### src/rtl/core/pwm_prescaler_period_search_macros.svh
// Assertion macros for the PWM prescaler and period search core.
// Included by the modules that carry concurrent checks; expects clk and rst in scope.
`ifndef PWM_PRESCALER_PERIOD_SEARCH_MACROS_SVH
`define PWM_PRESCALER_PERIOD_SEARCH_MACROS_SVH

// Same-cycle implication, checked outside reset
`define PPS_ASSERT_IMPLY(lbl, ante, cons, msg) \
  lbl: assert property (@(posedge clk) disable iff (rst) (ante) |-> (cons)) else $error(msg);

// Next-cycle implication, checked outside reset
`define PPS_ASSERT_NEXT(lbl, ante, cons, msg) \
  lbl: assert property (@(posedge clk) disable iff (rst) (ante) |=> (cons)) else $error(msg);

`endif

### src/rtl/core/pwmpps_pkg.sv
// Types, constants and microcode table for the PWM prescaler and period search.
// No dependencies; imported by pwm_prescaler_period_search.
package pwmpps_pkg;

  // Datapath widths
  localparam int BUS_W     = 28;
  localparam int CLK_W     = 30;   // bus clock times four
  localparam int FREQ_W    = 24;   // a frequency that passes the range test fits here
  localparam int PER_W     = 16;
  localparam int WIDE_W    = 38;   // frequency times the minimum period
  localparam int DIV_W     = CLK_W;
  localparam int DIV_CNT_W = $clog2(DIV_W + 1);

  // Timer limits
  localparam logic [PER_W-1:0] MAX_PRESCALER = 16'hFFFF;
  localparam int               PERIOD_SHIFT  = 16;     // log2 of the largest period plus one
  localparam int               MIN_PERIOD    = 100;

  // Register indexes of the configuration port
  typedef enum logic [1:0] {
    CFG_SLOW_BUS = 2'd0,
    CFG_FAST_BUS = 2'd1,
    CFG_DOUBLING = 2'd2
  } cfg_idx_t;

  // Request and result transactions
  typedef struct packed {
    logic               on_slow_bus;
    logic signed [31:0] wanted_frequency;
  } req_t;

  typedef struct packed {
    logic        failed;
    logic [15:0] prescale_setting;
    logic [15:0] reload_setting;
    logic [29:0] achieved_frequency;
  } rsp_t;

  // Microcode fields
  typedef enum logic [3:0] {
    OP_IDLE = 4'b0001,
    OP_TEST = 4'b0010,
    OP_DIV  = 4'b0100,
    OP_EMIT = 4'b1000
  } op_t;

  typedef enum logic [1:0] {
    COND_RANGE       = 2'd0,
    COND_PRESC_LIMIT = 2'd1,
    COND_PERIOD_ZERO = 2'd2
  } cond_t;

  typedef enum logic [1:0] {
    NUM_CLOCK_HI = 2'd0,
    NUM_CLOCK    = 2'd1,
    NUM_QUOT     = 2'd2
  } num_sel_t;

  typedef enum logic [1:0] {
    DEN_FREQ   = 2'd0,
    DEN_PRESC  = 2'd1,
    DEN_PERIOD = 2'd2
  } den_sel_t;

  typedef enum logic [1:0] {
    DST_PRESC    = 2'd0,
    DST_QUOT     = 2'd1,
    DST_PERIOD   = 2'd2,
    DST_ACHIEVED = 2'd3
  } dst_t;

  typedef logic [3:0] step_t;

  // Program steps
  localparam step_t STEP_IDLE      = 4'd0;
  localparam step_t STEP_RANGE     = 4'd1;
  localparam step_t STEP_DIV_PRESC = 4'd2;
  localparam step_t STEP_LIMIT     = 4'd3;
  localparam step_t STEP_DIV_CLK   = 4'd4;
  localparam step_t STEP_DIV_PER   = 4'd5;
  localparam step_t STEP_PER_ZERO  = 4'd6;
  localparam step_t STEP_DIV_ACH   = 4'd7;
  localparam step_t STEP_EMIT_OK   = 4'd8;
  localparam step_t STEP_EMIT_FAIL = 4'd9;

  typedef struct packed {
    op_t      op;
    cond_t    cond;
    num_sel_t num;
    den_sel_t den;
    dst_t     dst;
    logic     fail;
    step_t    target;
  } ctrl_t;

  // Control store: one word per step
  function automatic ctrl_t ucode(input step_t step);
    ctrl_t w;
    w = '{op: OP_IDLE, cond: COND_RANGE, num: NUM_CLOCK, den: DEN_FREQ,
          dst: DST_QUOT, fail: 1'b0, target: STEP_IDLE};
    case (step)
      STEP_IDLE: begin
        w.op = OP_IDLE;
      end
      STEP_RANGE: begin
        w.op     = OP_TEST;
        w.cond   = COND_RANGE;
        w.target = STEP_EMIT_FAIL;
      end
      STEP_DIV_PRESC: begin
        w.op  = OP_DIV;
        w.num = NUM_CLOCK_HI;
        w.den = DEN_FREQ;
        w.dst = DST_PRESC;
      end
      STEP_LIMIT: begin
        w.op     = OP_TEST;
        w.cond   = COND_PRESC_LIMIT;
        w.target = STEP_EMIT_FAIL;
      end
      STEP_DIV_CLK: begin
        w.op  = OP_DIV;
        w.num = NUM_CLOCK;
        w.den = DEN_PRESC;
        w.dst = DST_QUOT;
      end
      STEP_DIV_PER: begin
        w.op  = OP_DIV;
        w.num = NUM_QUOT;
        w.den = DEN_FREQ;
        w.dst = DST_PERIOD;
      end
      STEP_PER_ZERO: begin
        w.op     = OP_TEST;
        w.cond   = COND_PERIOD_ZERO;
        w.target = STEP_EMIT_FAIL;
      end
      STEP_DIV_ACH: begin
        w.op  = OP_DIV;
        w.num = NUM_QUOT;
        w.den = DEN_PERIOD;
        w.dst = DST_ACHIEVED;
      end
      STEP_EMIT_OK: begin
        w.op     = OP_EMIT;
        w.fail   = 1'b0;
        w.target = STEP_IDLE;
      end
      STEP_EMIT_FAIL: begin
        w.op     = OP_EMIT;
        w.fail   = 1'b1;
        w.target = STEP_IDLE;
      end
      default: begin
        w.op = OP_IDLE;
      end
    endcase
    return w;
  endfunction

endpackage

### src/rtl/core/pwm_prescaler_period_search.sv
// PWM prescaler and period search: top level with microcode sequencer and shared divider.
// Depends on pwmpps_pkg and pwm_prescaler_period_search_macros.svh.
//
// One request at a time. A request is taken only while the sequencer sits at its idle step
// and the result comes out of a register, so a new request may be taken while the last result
// still waits. A request whose frequency is out of range goes from the range test straight to
// the failing emit step; any other runs four divisions on the one shared restoring divider at
// one quotient bit per cycle (a load and then 30 quotient bits each), plus the test and emit
// steps. The emit step waits while an earlier result is still held under stall. The timer
// clock is the selected bus clock times 2, or times 4 with the doubling register set;
// registers may be written at any time the block is idle and are always ready.
`include "pwm_prescaler_period_search_macros.svh"

module pwm_prescaler_period_search (
  input  logic               clk,
  input  logic               rst,
  // configuration write channel
  input  logic               cfg_valid,
  output logic               cfg_ready,
  input  logic [1:0]         cfg_index,
  input  logic [27:0]        cfg_data,
  // request channel
  input  logic               req_valid,
  output logic               req_stall,
  input  pwmpps_pkg::req_t   req,
  // result channel
  output logic               rsp_valid,
  input  logic               rsp_stall,
  output pwmpps_pkg::rsp_t   rsp
);

  import pwmpps_pkg::*;

  // Configuration registers
  logic [BUS_W-1:0]     slow_bus_clock_hz;
  logic [BUS_W-1:0]     fast_bus_clock_hz;
  logic                 timer_clock_doubling;

  // Sequencer and divider control
  step_t                step;
  ctrl_t                ctrl;
  logic                 div_busy;
  logic [DIV_CNT_W-1:0] div_cnt;

  // Datapath registers
  logic [CLK_W-1:0]     clock_r;
  logic [FREQ_W-1:0]    freq_r;
  logic                 range_bad;
  logic [PER_W-1:0]     presc;
  logic [CLK_W-1:0]     quot;
  logic [PER_W-1:0]     period;
  logic [CLK_W-1:0]     achieved;
  logic [DIV_W-1:0]     div_rem;
  logic [DIV_W-1:0]     div_q;

  // Combinational
  logic                 accept;
  logic [BUS_W-1:0]     req_bus;
  logic [CLK_W-1:0]     req_clock;
  logic [WIDE_W-1:0]    freq_scaled;
  logic                 req_bad;
  logic [DIV_W-1:0]     div_num;
  logic [DIV_W-1:0]     div_den;
  logic [DIV_W:0]       div_shift;
  logic [DIV_W:0]       div_diff;
  logic                 div_fits;
  logic [DIV_W-1:0]     rem_next;
  logic [DIV_W-1:0]     q_next;
  logic                 div_load;
  logic                 div_last;
  logic                 cond_hit;
  logic                 emit;

  // Decode the current step
  always_comb begin
    ctrl = ucode(step);
  end

  assign cfg_ready = 1'b1;
  assign req_stall = (ctrl.op != OP_IDLE);
  assign accept    = req_valid && !req_stall;

  // Timer clock and frequency range test on the incoming request
  always_comb begin
    req_bus     = req.on_slow_bus ? slow_bus_clock_hz : fast_bus_clock_hz;
    req_clock   = timer_clock_doubling ? {req_bus, 2'b00} : {1'b0, req_bus, 1'b0};
    freq_scaled = WIDE_W'(req.wanted_frequency[30:0]) * WIDE_W'(MIN_PERIOD);
    req_bad     = req.wanted_frequency[31] || (req.wanted_frequency == '0) ||
                  (freq_scaled > WIDE_W'(req_clock));
  end

  // Divider operand selection
  always_comb begin
    case (ctrl.num)
      NUM_CLOCK_HI: div_num = DIV_W'(clock_r >> PERIOD_SHIFT);
      NUM_CLOCK:    div_num = clock_r;
      NUM_QUOT:     div_num = quot;
      default:      div_num = clock_r;
    endcase
    case (ctrl.den)
      DEN_FREQ:   div_den = DIV_W'(freq_r);
      DEN_PRESC:  div_den = DIV_W'(presc);
      DEN_PERIOD: div_den = DIV_W'(period);
      default:    div_den = DIV_W'(freq_r);
    endcase
  end

  // One restoring division step
  always_comb begin
    div_shift = {div_rem, div_q[DIV_W-1]};
    div_diff  = div_shift - {1'b0, div_den};
    div_fits  = !div_diff[DIV_W];
    rem_next  = div_fits ? div_diff[DIV_W-1:0] : div_shift[DIV_W-1:0];
    q_next    = {div_q[DIV_W-2:0], div_fits};
  end

  // Jump conditions
  always_comb begin
    case (ctrl.cond)
      COND_RANGE:       cond_hit = range_bad;
      COND_PRESC_LIMIT: cond_hit = (presc >= MAX_PRESCALER);
      COND_PERIOD_ZERO: cond_hit = (period == '0);
      default:          cond_hit = 1'b0;
    endcase
  end

  assign div_load = (ctrl.op == OP_DIV) && !div_busy;
  assign div_last = (ctrl.op == OP_DIV) && div_busy && (div_cnt == DIV_CNT_W'(1));
  assign emit     = (ctrl.op == OP_EMIT) && (!rsp_valid || !rsp_stall);

  // Control state, registers and step counter
  always_ff @(posedge clk) begin
    if (rst) begin
      slow_bus_clock_hz    <= 28'd42000000;
      fast_bus_clock_hz    <= 28'd84000000;
      timer_clock_doubling <= 1'b0;
      step                 <= STEP_IDLE;
      div_busy             <= 1'b0;
      div_cnt              <= '0;
      rsp_valid            <= 1'b0;
    end else begin
      // take register writes
      if (cfg_valid && cfg_ready) begin
        case (cfg_index)
          CFG_SLOW_BUS: slow_bus_clock_hz    <= cfg_data;
          CFG_FAST_BUS: fast_bus_clock_hz    <= cfg_data;
          CFG_DOUBLING: timer_clock_doubling <= cfg_data[0];
          default: ;
        endcase
      end

      // drop the result once taken, unless a new one replaces it
      if (rsp_valid && !rsp_stall && !emit) begin
        rsp_valid <= 1'b0;
      end

      // advance the program
      case (ctrl.op)
        OP_IDLE: begin
          if (accept) begin
            step <= step_t'(step + 1'b1);
          end
        end
        OP_TEST: begin
          step <= cond_hit ? ctrl.target : step_t'(step + 1'b1);
        end
        OP_DIV: begin
          if (div_load) begin
            div_busy <= 1'b1;
            div_cnt  <= DIV_CNT_W'(DIV_W);
          end else begin
            div_cnt <= div_cnt - 1'b1;
            if (div_last) begin
              div_busy <= 1'b0;
              step     <= step_t'(step + 1'b1);
            end
          end
        end
        OP_EMIT: begin
          if (emit) begin
            rsp_valid <= 1'b1;
            step      <= ctrl.target;
          end
        end
        default: step <= STEP_IDLE;
      endcase
    end
  end

  // Datapath registers
  always_ff @(posedge clk) begin
    if (accept) begin
      clock_r   <= req_clock;
      freq_r    <= req.wanted_frequency[FREQ_W-1:0];
      range_bad <= req_bad;
    end

    if (div_load) begin
      div_rem <= '0;
      div_q   <= div_num;
    end else if ((ctrl.op == OP_DIV) && div_busy) begin
      div_rem <= rem_next;
      div_q   <= q_next;
    end

    // write back the quotient (plus one for the prescaler) on the last bit
    if (div_last) begin
      case (ctrl.dst)
        DST_PRESC:    presc    <= PER_W'(q_next + 1'b1);
        DST_QUOT:     quot     <= q_next;
        DST_PERIOD:   period   <= PER_W'(q_next);
        DST_ACHIEVED: achieved <= q_next;
        default: ;
      endcase
    end

    // hold the result until taken
    if (emit) begin
      if (ctrl.fail) begin
        rsp <= '{failed: 1'b1, default: '0};
      end else begin
        rsp <= '{failed:             1'b0,
                 prescale_setting:   presc - 1'b1,
                 reload_setting:     period - 1'b1,
                 achieved_frequency: achieved};
      end
    end
  end

  // Checks
  `PPS_ASSERT_IMPLY(a_div_in_step, div_busy, ctrl.op == OP_DIV, "divider running outside a division step")
  `PPS_ASSERT_NEXT(a_accept_starts, req_valid && !req_stall, step == STEP_RANGE, "accepted request did not start the program")
  `PPS_ASSERT_IMPLY(a_div_nonzero, div_load, div_den != '0, "division started with a zero divisor")
  `PPS_ASSERT_IMPLY(a_fail_zero, rsp_valid && rsp.failed, (rsp.prescale_setting == '0) && (rsp.reload_setting == '0) && (rsp.achieved_frequency == '0), "failed result carries non-zero settings")

endmodule
### config.mk
export PLATFORM = sky130hd
export DESIGN_NAME = pwm_prescaler_period_search
export DESIGN_NICKNAME = d
export VERILOG_FILES = /design/src/rtl/core/pwmpps_pkg.sv /design/src/rtl/core/pwm_prescaler_period_search.sv
export VERILOG_INCLUDE_DIRS = /design/src /design/src/rtl/core
export SDC_FILE = /design/constraint.sdc
export NUM_CORES = 1
export LEC_CHECK = 0
export BUFFER_PORTS_ARGS = -buffer_cell sky130_fd_sc_hd__buf_4
export CORE_MARGIN = 3
export CORE_UTILIZATION = 55
export DETAILED_ROUTE_END_ITERATION = 6
export HOLD_SLACK_MARGIN = 0.1
export PLACE_DENSITY = 0.74
export SYNTH_ARGS = -nofsm -noshare
export SYNTH_HDL_FRONTEND = slang
export SYNTH_SLANG_ARGS = --single-unit
### constraint.sdc
create_clock -name clk -period 6.59 [get_ports clk]
set_input_delay 1.977 -clock clk [delete_from_list [all_inputs] [get_ports clk]]
set_output_delay 1.977 -clock clk [all_outputs]
set_load 0.02 [all_outputs]
# Yosys cells after proc, flatten, opt, wreduce, memory -nomap -nowiden
# Cells that the tools add are included.
dict set report totals {
  regBits 338
  inputBits 68
  wordCells 120
}
dict set report op_classes {
  n_mul 1
  n_reduce_logical 36
  order_cmp 2
  addsub 6
  eq_ne 29
  muxes 26
}
# operator n
set op_table {}
lappend op_table {{$mux W30} 4}
lappend op_table {{$mux W63} 1}
lappend op_table {{$pmux W30 S2} 1}
lappend op_table {{$pmux W24 S2} 1}
lappend op_table {{$gt A38 B30 Y1} 1}
lappend op_table {{$mul A31 B5 Y36 const B} 1}
lappend op_table {{$logic_not A32 Y1} 1}
lappend op_table {{$sub A16 B1 Y16 const B} 2}
lappend op_table {{$sub A31 B30 Y31} 1}
lappend op_table {{$mux W28} 1}
lappend op_table {{$mux W4} 6}
lappend op_table {{$pmux W6 S4} 1}
lappend op_table {{$eq A4 B3 Y1 const B} 5}
lappend op_table {{$add A16 B1 Y16 const B} 1}
lappend op_table {{$ge A16 B16 Y1 const B} 1}
lappend op_table {{$logic_not A16 Y1} 1}
lappend op_table {{$pmux W4 S4} 1}
lappend op_table {{$reduce_and A2 Y1} 8}
lappend op_table {{$eq A2 B2 Y1 const B} 6}
lappend op_table {{$eq A4 B2 Y1 const B} 3}
lappend op_table {{$eq A4 B4 Y1 const B} 3}
lappend op_table {{$pmux W4 S3} 1}
lappend op_table {{$eq A2 B1 Y1 const B} 4}
lappend op_table {{$eq A4 B1 Y1 const B} 2}
lappend op_table {{18 further kinds} 43}

# Longest topological paths before layout
# Gate-level depths: netlist of run 1.
dict set report depth {
  word_depth 10
  depth_mapped 26
  mapped_depth_nobuf 24
}

# Worst setup path after synthesis of run 1
# Ideal clock, no wire load.
dict set report synth_timing {
  path_type {input to register}
  startpoint {in req[10] in the netlist's numbering}
  endpoint {reg range_bad (data pin)}
  slack_ns 0.345
  cell_stages 23
  setup_time_ns 0.266
  t_arrival_ns 5.979
  cell_sequence {inv_1 ha_1 ha_1 inv_1 fa_1 inv_1 ha_1 clkbuf_1 nand3_1 nor3_1 a21oi_1 o211ai_1 o21a_1 nor2_1 xnor2_1 ha_1 a2111oi_0 o21ai_0 a31o_2 a21oi_1 o221ai_1 nor3_1 nand4_1}
}
dict set report synth_between {
  elab_chain_cells 3
  word_cells_on_any_way 5
  classes_between {mul: 1; order compare: 1; reduce/logical: 3}
}
# item line_no
set synth_lines {}
lappend synth_lines {{start: declaration} pwm_prescaler_period_search.sv:25} ;# input pwmpps_pkg::req_t req,
lappend synth_lines {{$mul A31 B5 Y36 or $logic_not A32 Y1 (tied branches)} {pwm_prescaler_period_search.sv:87, pwm_prescaler_period_search.sv:88}}
lappend synth_lines {{$gt A38 B30 Y1 or $logic_or A1 B1 Y1 (tied branches)} {pwm_prescaler_period_search.sv:89, pwm_prescaler_period_search.sv:88}}
lappend synth_lines {{$logic_or A1 B1 Y1 *} pwm_prescaler_period_search.sv:88} ;# req_bad = req.wanted_frequency[31] || (req.wanted_frequency == '0) ||
lappend synth_lines {{named net req_bad} pwm_prescaler_period_search.sv:61} ;# logic req_bad;
lappend synth_lines {{end signal: assignment} pwm_prescaler_period_search.sv:195} ;# range_bad <= req_bad;
lappend synth_lines {{end: declaration} pwm_prescaler_period_search.sv:48} ;# logic range_bad;
# Mark *: on every way through the listed nets, which the timed path passes. The rest lies on a longest branch.
# A chain may end at the register's enable or synchronous reset.

# Final worst setup path of run 1
dict set report layout_timing {
  startpoint {in req[5] in the netlist's numbering}
  endpoint {reg range_bad (data pin)}
}
# The elaborated chain is that of the path after synthesis.

==> impl_metrics.tcl, run 1 <==
set metrics [dict create \
    outcome "finished clean" \
    criticalPathCategory "input port to flop" \
    cts_tree "built" \
    cp-start-kind "input port" \
    clk_latency_ps 530 \
    synth_fp_nets 2246 \
    htree_num_levels 2 \
    use_met2 0.398 \
    reg2reg_depth 21 \
    seqPwrFrac 0.381 \
    synth_flop_cell "edfxtp_1" \
    seq_area_frac_synth 0.464 \
    ant_nets 0 \
    dr.pass1.iters 6 \
    period_minus_slack_ps 6270 \
    hold_path_end "fast_bus_clock_hz[14]" \
    worst_pin_slew_ps 1240 \
    syn_inst 1975 \
    vias 15000 \
    fin_crit_sh 0.951 \
    grt_usage 0.240 \
    dieWidth_um 195 \
    comb_power_share 0.360 \
    final_cell_count_no_fill 2607 \
    swShare 0.356 \
    drc_errors 0 \
    clockBufferDepth 3 \
    synth_edf_count 239 \
    r2r_start "step[2]" \
    nNetsFinal 2395 \
    drt-initial-drc-count 1280 \
    p_sw_mw 2.81 \
    fmax_mhz 159 \
    place_congestion 0.933 \
    finalSetupViolCount 0 \
    syn_area_per_cell_um2 9.96 \
    grt-ovfl-total 0 \
    hold_viol_final 0 \
    dp_hpwl_mm 34.3 \
    dpl-instance-area_um2 21400 \
    ys_types 75 \
    syn_to_final_growth_pct 14.9 \
    grt_pass1_wl_mm 74.8 \
    report.final.slew_viol_count 0 \
    rows 68 \
    leakage_nw 9.45 \
    path_clk_slew_ps 60 \
    io_pins 134 \
    rsz0062_at_grt "false" \
    grt_pass1_vias 14500 \
    cts_root_buf "clkbuf_16" \
    grt_use_met3 0.0399 \
    drive_above_1_share 0.134 \
    cp_max_fo 4 \
    endpoint_kind "flop" \
    netlist_area_um2 19700 \
    p_per_area_nw_per_um2 349 \
    die_area_um2 38100 \
    start_util 0.564 \
    crit_arrival_ps 6540 \
    slew_headroom 0.173 \
    vias_per_cell 5.76 \
    ir_drop_mv 0.264 \
    grt_use_met1 0.325 \
    ff2ff_setup_slack_ps 1140 \
    ys_warn_count 0 \
    core-area_um2 34900 \
    cts_made_buffers 37 \
    top_usage_layer "met2" \
    grt_max_degree 69 \
    fin_area_um2 22600 \
    grt_antenna_before_repair 0 \
    reg2reg_to "presc[7]" \
    cp.required_ps 6860 \
    min_from "fast_bus_clock_hz[14]" \
    cts_setup_buffers 0 \
    dieHeight_um 195 \
    fin_worst_skew_ps 11.3 \
    drt_wl_total_mm 46.8 \
    ys_ff_latch 337 \
    port_buffers 132 \
    hold_path_class "flop to flop" \
    dp.cells 2540 \
    cap_violations 0 \
    clock-sinks 337 \
    n_antenna_cell 0 \
    post_drt_wl_per_cell_um 17.9 \
    ys_async_sr_fraction 0 \
    p_clk_frac 0.259 \
    min_path_cells 2 \
    intPower_mw 5.08 \
]
[cell families after synthesis]
kind of cell	count (synthesis)	share of synthesized area
AO/OA/AOI/OAI	404	0.130
buffers and inverters	275	0.0541
AND/OR/NAND/NOR	624	0.150
flip-flops	337	0.464
multiplexers	51	0.0265
other	1	0.000191
adder cells (fa/ha/maj)	203	0.139
XOR/XNOR	80	0.0360
[worst max path at each step]
stage / from / end / slack, ps
detailed placement: req[5] / range_bad / -140
finish: req[5] / range_bad / 320
global route: req[4] / range_bad / 10
global placement: req[5] / range_bad / -50
CTS: req[5] / range_bad / 390
floorplan: req[10] / range_bad / 340
[through the flow]
stage | setup WS, ps | TNS [ps] | hold slack [ps] | util | power, mW
floorplan | 345 | 0 | 432 | - | 4.99
global placement | -50.1 | -50.1 | 439 | 0.614 | 5.76
detailed placement | -135 | -135 | 445 | 0.614 | 5.86
CTS | 387 | 0 | 454 | 0.648 | 7.92
global route | 14.6 | 0 | 468 | 0.648 | 8.37
finish | 320 | 0 | 453 | 0.648 | 7.89
[power groups by stage]
stage | Sequential, mW | Combinational, mW | Clock [mW]
2_1_floorplan | 3.05 | 1.94 | 0
3_3_place_gp | 3.03 | 2.73 | 0
3_5_place_dp | 3.05 | 2.81 | 0
4_1_cts | 3.00 | 2.84 | 2.07
5_1_grt | 3.04 | 3.16 | 2.16
6_report | 3.01 | 2.84 | 2.05
[state kept, by name, summed over array words and instances, names as in the netlist, 24 cells and up]
| name | cells |
|---|---|
| rsp | 63 |
| achieved | 30 |
| div_q | 30 |
| div_rem | 30 |
| quot | 30 |
| clock_r | 29 |
| fast_bus_clock_hz | 28 |
| slow_bus_clock_hz | 28 |
| freq_r | 24 |
[cells in the mapped netlist (all sizes together), types with 27 or more instances]
cell      n  area share
a22oi    35       0.013
clkbuf   70       0.013
dfxtp    98        0.10
edfxtp  239        0.36
nand3    30      0.0076
a21oi   162       0.041
mux2i    42       0.021
nor2b    40       0.013
xnor2    52       0.024
o21ai    77       0.020
nor2    133       0.025
inv     191       0.036
ha      176        0.11
nand2   258       0.049
fa       27       0.027
xor2     28       0.012
nor3     28      0.0071
[cell usage in the layout (no fill, tap or decap), types with 7 or more instances in the layout]
cell type	netlist	final
mux2i_1	42	42
nor2b_1	40	39
a211oi_1	11	11
a21oi_1	161	159
fa_1	27	27
a222oi_1	13	13
nand2b_1	14	14
nand3b_1	26	26
nand2_1	258	258
clkbuf_16	0	38
nand4_1	18	18
o211ai_1	15	15
mux2_2	9	9
or4_1	11	11
a22oi_1	35	35
a31oi_1	7	7
inv_1	191	191
and3_1	14	14
xnor2_1	51	51
xor2_1	28	28
ha_1	176	176
nor3_1	28	27
o21ai_0	57	57
nor2_1	132	130
edfxtp_1	239	239
or2_2	10	10
a21o_1	26	26
o21bai_1	7	7
or3_1	13	13
o21ai_1	20	19
nand3_1	30	30
buf_4	2	194
clkbuf_1	70	11
dfxtp_1	98	98
[layout make-up]
type	count	area, um^2
flip-flops and latches	337	9140
fillers	2791	12300
clock buffers	49	992
repair buffers	194	1460
inverters	191	717
multi-input cells	1363	9530
well taps	455	569
clock inverters	18	205
[critical path, cell delays in order]
cell,delay (ps)
buf_4,130
ha_1,290
ha_1,270
inv_1,50
fa_1,490
inv_1,40
ha_1,310
buf_4,140
o211ai_1,90
a21oi_1,240
nor2_1,110
o21ai_0,300
a31oi_1,160
o21ai_0,200
a21oi_1,110
xnor2_1,130
ha_1,270
nand2_1,60
nor3_1,250
nor4bb_1,360
nand2b_1,160
o221ai_1,110
nor3_1,190
nand4_1,110
[timing repair]
item / 4_1_cts / 5_1_grt
resized for setup: 0 / 1
hold buffers: 0 / 0
endpoints found under the setup margin: 0 / 1
[metal layers]
metal,wire length (um),share of wire
met4,1480,0.032
met3,3440,0.073
met2,22200,0.47
met5,0,0
met1,19700,0.42
No activity file was read; power rests on OpenSTA's default activity.
==> run 2: changes to the inputs <==
--- a/config.mk
+++ b/config.mk
@@ -6,12 +6,13 @@
 export SDC_FILE = /design/constraint.sdc
 export NUM_CORES = 1
 export LEC_CHECK = 0
+export ABC_AREA = 1
 export BUFFER_PORTS_ARGS = -buffer_cell sky130_fd_sc_hd__buf_4
 export CORE_MARGIN = 3
 export CORE_UTILIZATION = 55
 export DETAILED_ROUTE_END_ITERATION = 6
 export HOLD_SLACK_MARGIN = 0.1
-export PLACE_DENSITY = 0.74
+export PLACE_DENSITY = 0.73
 export SYNTH_ARGS = -nofsm -noshare
 export SYNTH_HDL_FRONTEND = slang
 export SYNTH_SLANG_ARGS = --single-unit
==> run 2 against run 1 <==
Compared with the run above:
- sequential power about the same
- combinational power is 48% higher
- largest power group is now combinational logic
- critical path depth did not move
- clock-buffer cell count fell by 4
- critical path type unchanged
- critical endpoint unchanged
==> impl_metrics.tcl, run 2 <==
set metrics [dict create \
    ir_drop_mv 0.277 \
    fin_crit_sh 0.893 \
    drt_wl_total_mm 59.0 \
    synth_top_family_by_area "simple AND/OR/NAND/NOR gates" \
    post_drt_wl_per_cell_um 17.6 \
    synth_compound_area_frac 0.0947 \
    hold_path_class "flop to flop" \
    syn_to_final_growth_pct 12.5 \
    synth_fp_nets 2973 \
    cp_common_cell "nand2_1" \
    endpoint_kind "flop" \
    clockBufferDepth 3 \
    cp-start-kind "input port" \
    cpLargestDelayFamily "adder cells" \
    final.setup.tns_ps 0 \
    worst_pin_slew_ps 1130 \
    startpoint "req[18]" \
    syn_inst 2702 \
    fmax_mhz 170 \
    cts_tree "built" \
    fill_cells 3297 \
    grt_usage 0.286 \
    worstPathCellList "buf_4 > inv_1 > ha_1 > ha_1 > inv_1 > fa_1 > inv_1 > ha_1 > nand2_1 > inv_1 > a21oi_1 > nand2_1 > a31oi_1 > xnor2_1 > ha_1 > nand2_1 > nor2_1 > nand4_1 > nor4_1 > nand3b_1 > nand2_1 > nand3_1 > nor2_1 > nand2_1" \
    synth_mux_area_frac 0 \
    dp_hpwl_mm 45.8 \
    final_common_cell "nand2_1" \
    r2r_start "step[1]" \
    drc_errors 0 \
    hold_viol_final 0 \
    clock-sinks 337 \
    cts_resized 0 \
    drive_above_1_share 0.0895 \
    holdBufCountCts 0 \
    outcome "finished clean" \
    grt_max_degree 64 \
    start_util 0.564 \
    synth_flop_cell "edfxtp_1" \
    htree_num_levels 2 \
    path_clk_slew_ps 60 \
    ys_types 55 \
    clk_latency_ps 570 \
    synth_area_leaders "edfxtp_1 33%, nand2_1 12%, ha_1 10%" \
    finalSetupViolCount 0 \
    cp_max_fo 4 \
    vias_per_cell 5.30 \
    dieHeight_um 204 \
    ant_nets 0 \
    rsz0062_at_grt "false" \
    synth-simple-area-share 0.220 \
    seq_area_frac_synth 0.426 \
    synth_xor_area_frac 0.0228 \
    synth_top_area_cell "edfxtp_1" \
    ys_top_cells_by_count "699 x nand2_1, 523 x inv_1, 239 x edfxtp_1" \
    yosysMostFrequentCell "nand2_1" \
    regArea_um2 9140 \
    grt-ovfl-total 0 \
    nNetsFinal 3091 \
    multiInputGateArea_um2 10000 \
    criticalPathCategory "input port to flop" \
    vias 17800 \
    fin_area_um2 24200 \
    syn_area_per_cell_um2 7.95 \
    core-area_um2 38100 \
    cts_setup_buffers 0 \
    post-synth-top-area-fraction 0.334 \
    synth_edf_count 239 \
    ys_ff_latch 337 \
    port_buffers 132 \
    cts_made_buffers 37 \
    period_minus_slack_ps 5890 \
    leakage_nw 11.8 \
    die_area_um2 41500 \
    cap_violations 0 \
    ys_warn_count 0 \
    path_buf_inv 5 \
    grt_pass1_vias 17300 \
    drt-initial-drc-count 1548 \
    fin_worst_skew_ps 30.5 \
    most-common-layout-cells "699 x nand2_1, 523 x inv_1, 239 x edfxtp_1" \
    rows 71 \
    grt_antenna_before_repair 1 \
    cp.required_ps 6860 \
    slew_headroom 0.245 \
    ys_async_sr_fraction 0 \
    dieWidth_um 204 \
    crit_arrival_ps 6160 \
    netlist_area_um2 21500 \
    min_from "slow_bus_clock_hz[13]" \
    top_register "rsp" \
    synthAdderAreaFrac 0.128 \
    largest_register_ff_count 63 \
    grt_pass1_wl_mm 92.8 \
    report.final.slew_viol_count 0 \
    cts_root_buf "clkbuf_16" \
    dpl-instance-area_um2 22900 \
    io_pins 134 \
    p_per_area_nw_per_um2 384 \
    place_congestion 0.940 \
    slowest_delay_ps 510 \
    dr.pass1.iters 5 \
    crit_path_top_delay_cell "fa_1" \
]
## run 2: layer usage
layer	track usage	vias to the layer above	wire length (um)
met3	0.0396	93	3970
li1	-	8908	-
met4	0.0954	0	1850
met5	0	-	0
met1	0.386	8216	25800
met2	0.478	604	27400
## run 2: worst register-to-register path: cells and delay by family, from the launching register on
kind,cells,cell delay [ps]
xor gates and xnor gates,1,160
adders and majority gates,5,1410
DFF,1,420
buffers and inverters,6,910
AOI/OAI and AO/OA,1,180
and+or+nand+nor,17,2390
## run 2: kinds of logic after synthesis
| family | Yosys count |
|---|---|
| DFF | 337 |
| adders and majority gates | 203 |
| AOI/OAI and AO/OA | 373 |
| xor gates and xnor gates | 56 |
| and+or+nand+nor | 1128 |
| other | 1 |
| buffers and inverters | 604 |
## run 2: area by class of cell
type | instances | share of cell area
inverter | 532 | 0.0826
sequential | 337 | 0.378
tap | 511 | 0.0265
antenna | 1 | 0.000104
timing repair buffer | 151 | 0.0469
clock inverter | 23 | 0.0101
clock buffer | 45 | 0.0404
multi-input combinational | 1761 | 0.415
## run 2: power by group
group | switching [mW] | internal (mW) | leakage (nW)
logic | 2.82 | 1.36 | 8.18
registers | 0.253 | 2.78 | 2.99
clock network | 0.875 | 1.19 | 0.595
total | 3.95 | 5.33 | 11.8
## run 2: worst paths after layout
check	endpoint	slack, ps	cells after the start
min reg2reg	slow_bus_clock_hz[13]	450	2
min	slow_bus_clock_hz[13]	450	2
max	range_bad	700	24
max reg2reg	presc[14]	890	30
## run 2: metrics by stage
step / setup WS, ps / hold slack [ps] / utilization / total power, mW / instances
floorplan: 1010 / 424 / - / 6.05 / 2702
global placement: 334 / 437 / 0.602 / 7.14 / 3292
detailed placement: 241 / 446 / 0.602 / 7.21 / 3292
CTS: 831 / 454 / 0.634 / 9.28 / 3360
global route: 464 / 472 / 0.634 / 9.95 / 3360
finish: 702 / 453 / 0.634 / 9.28 / 3361
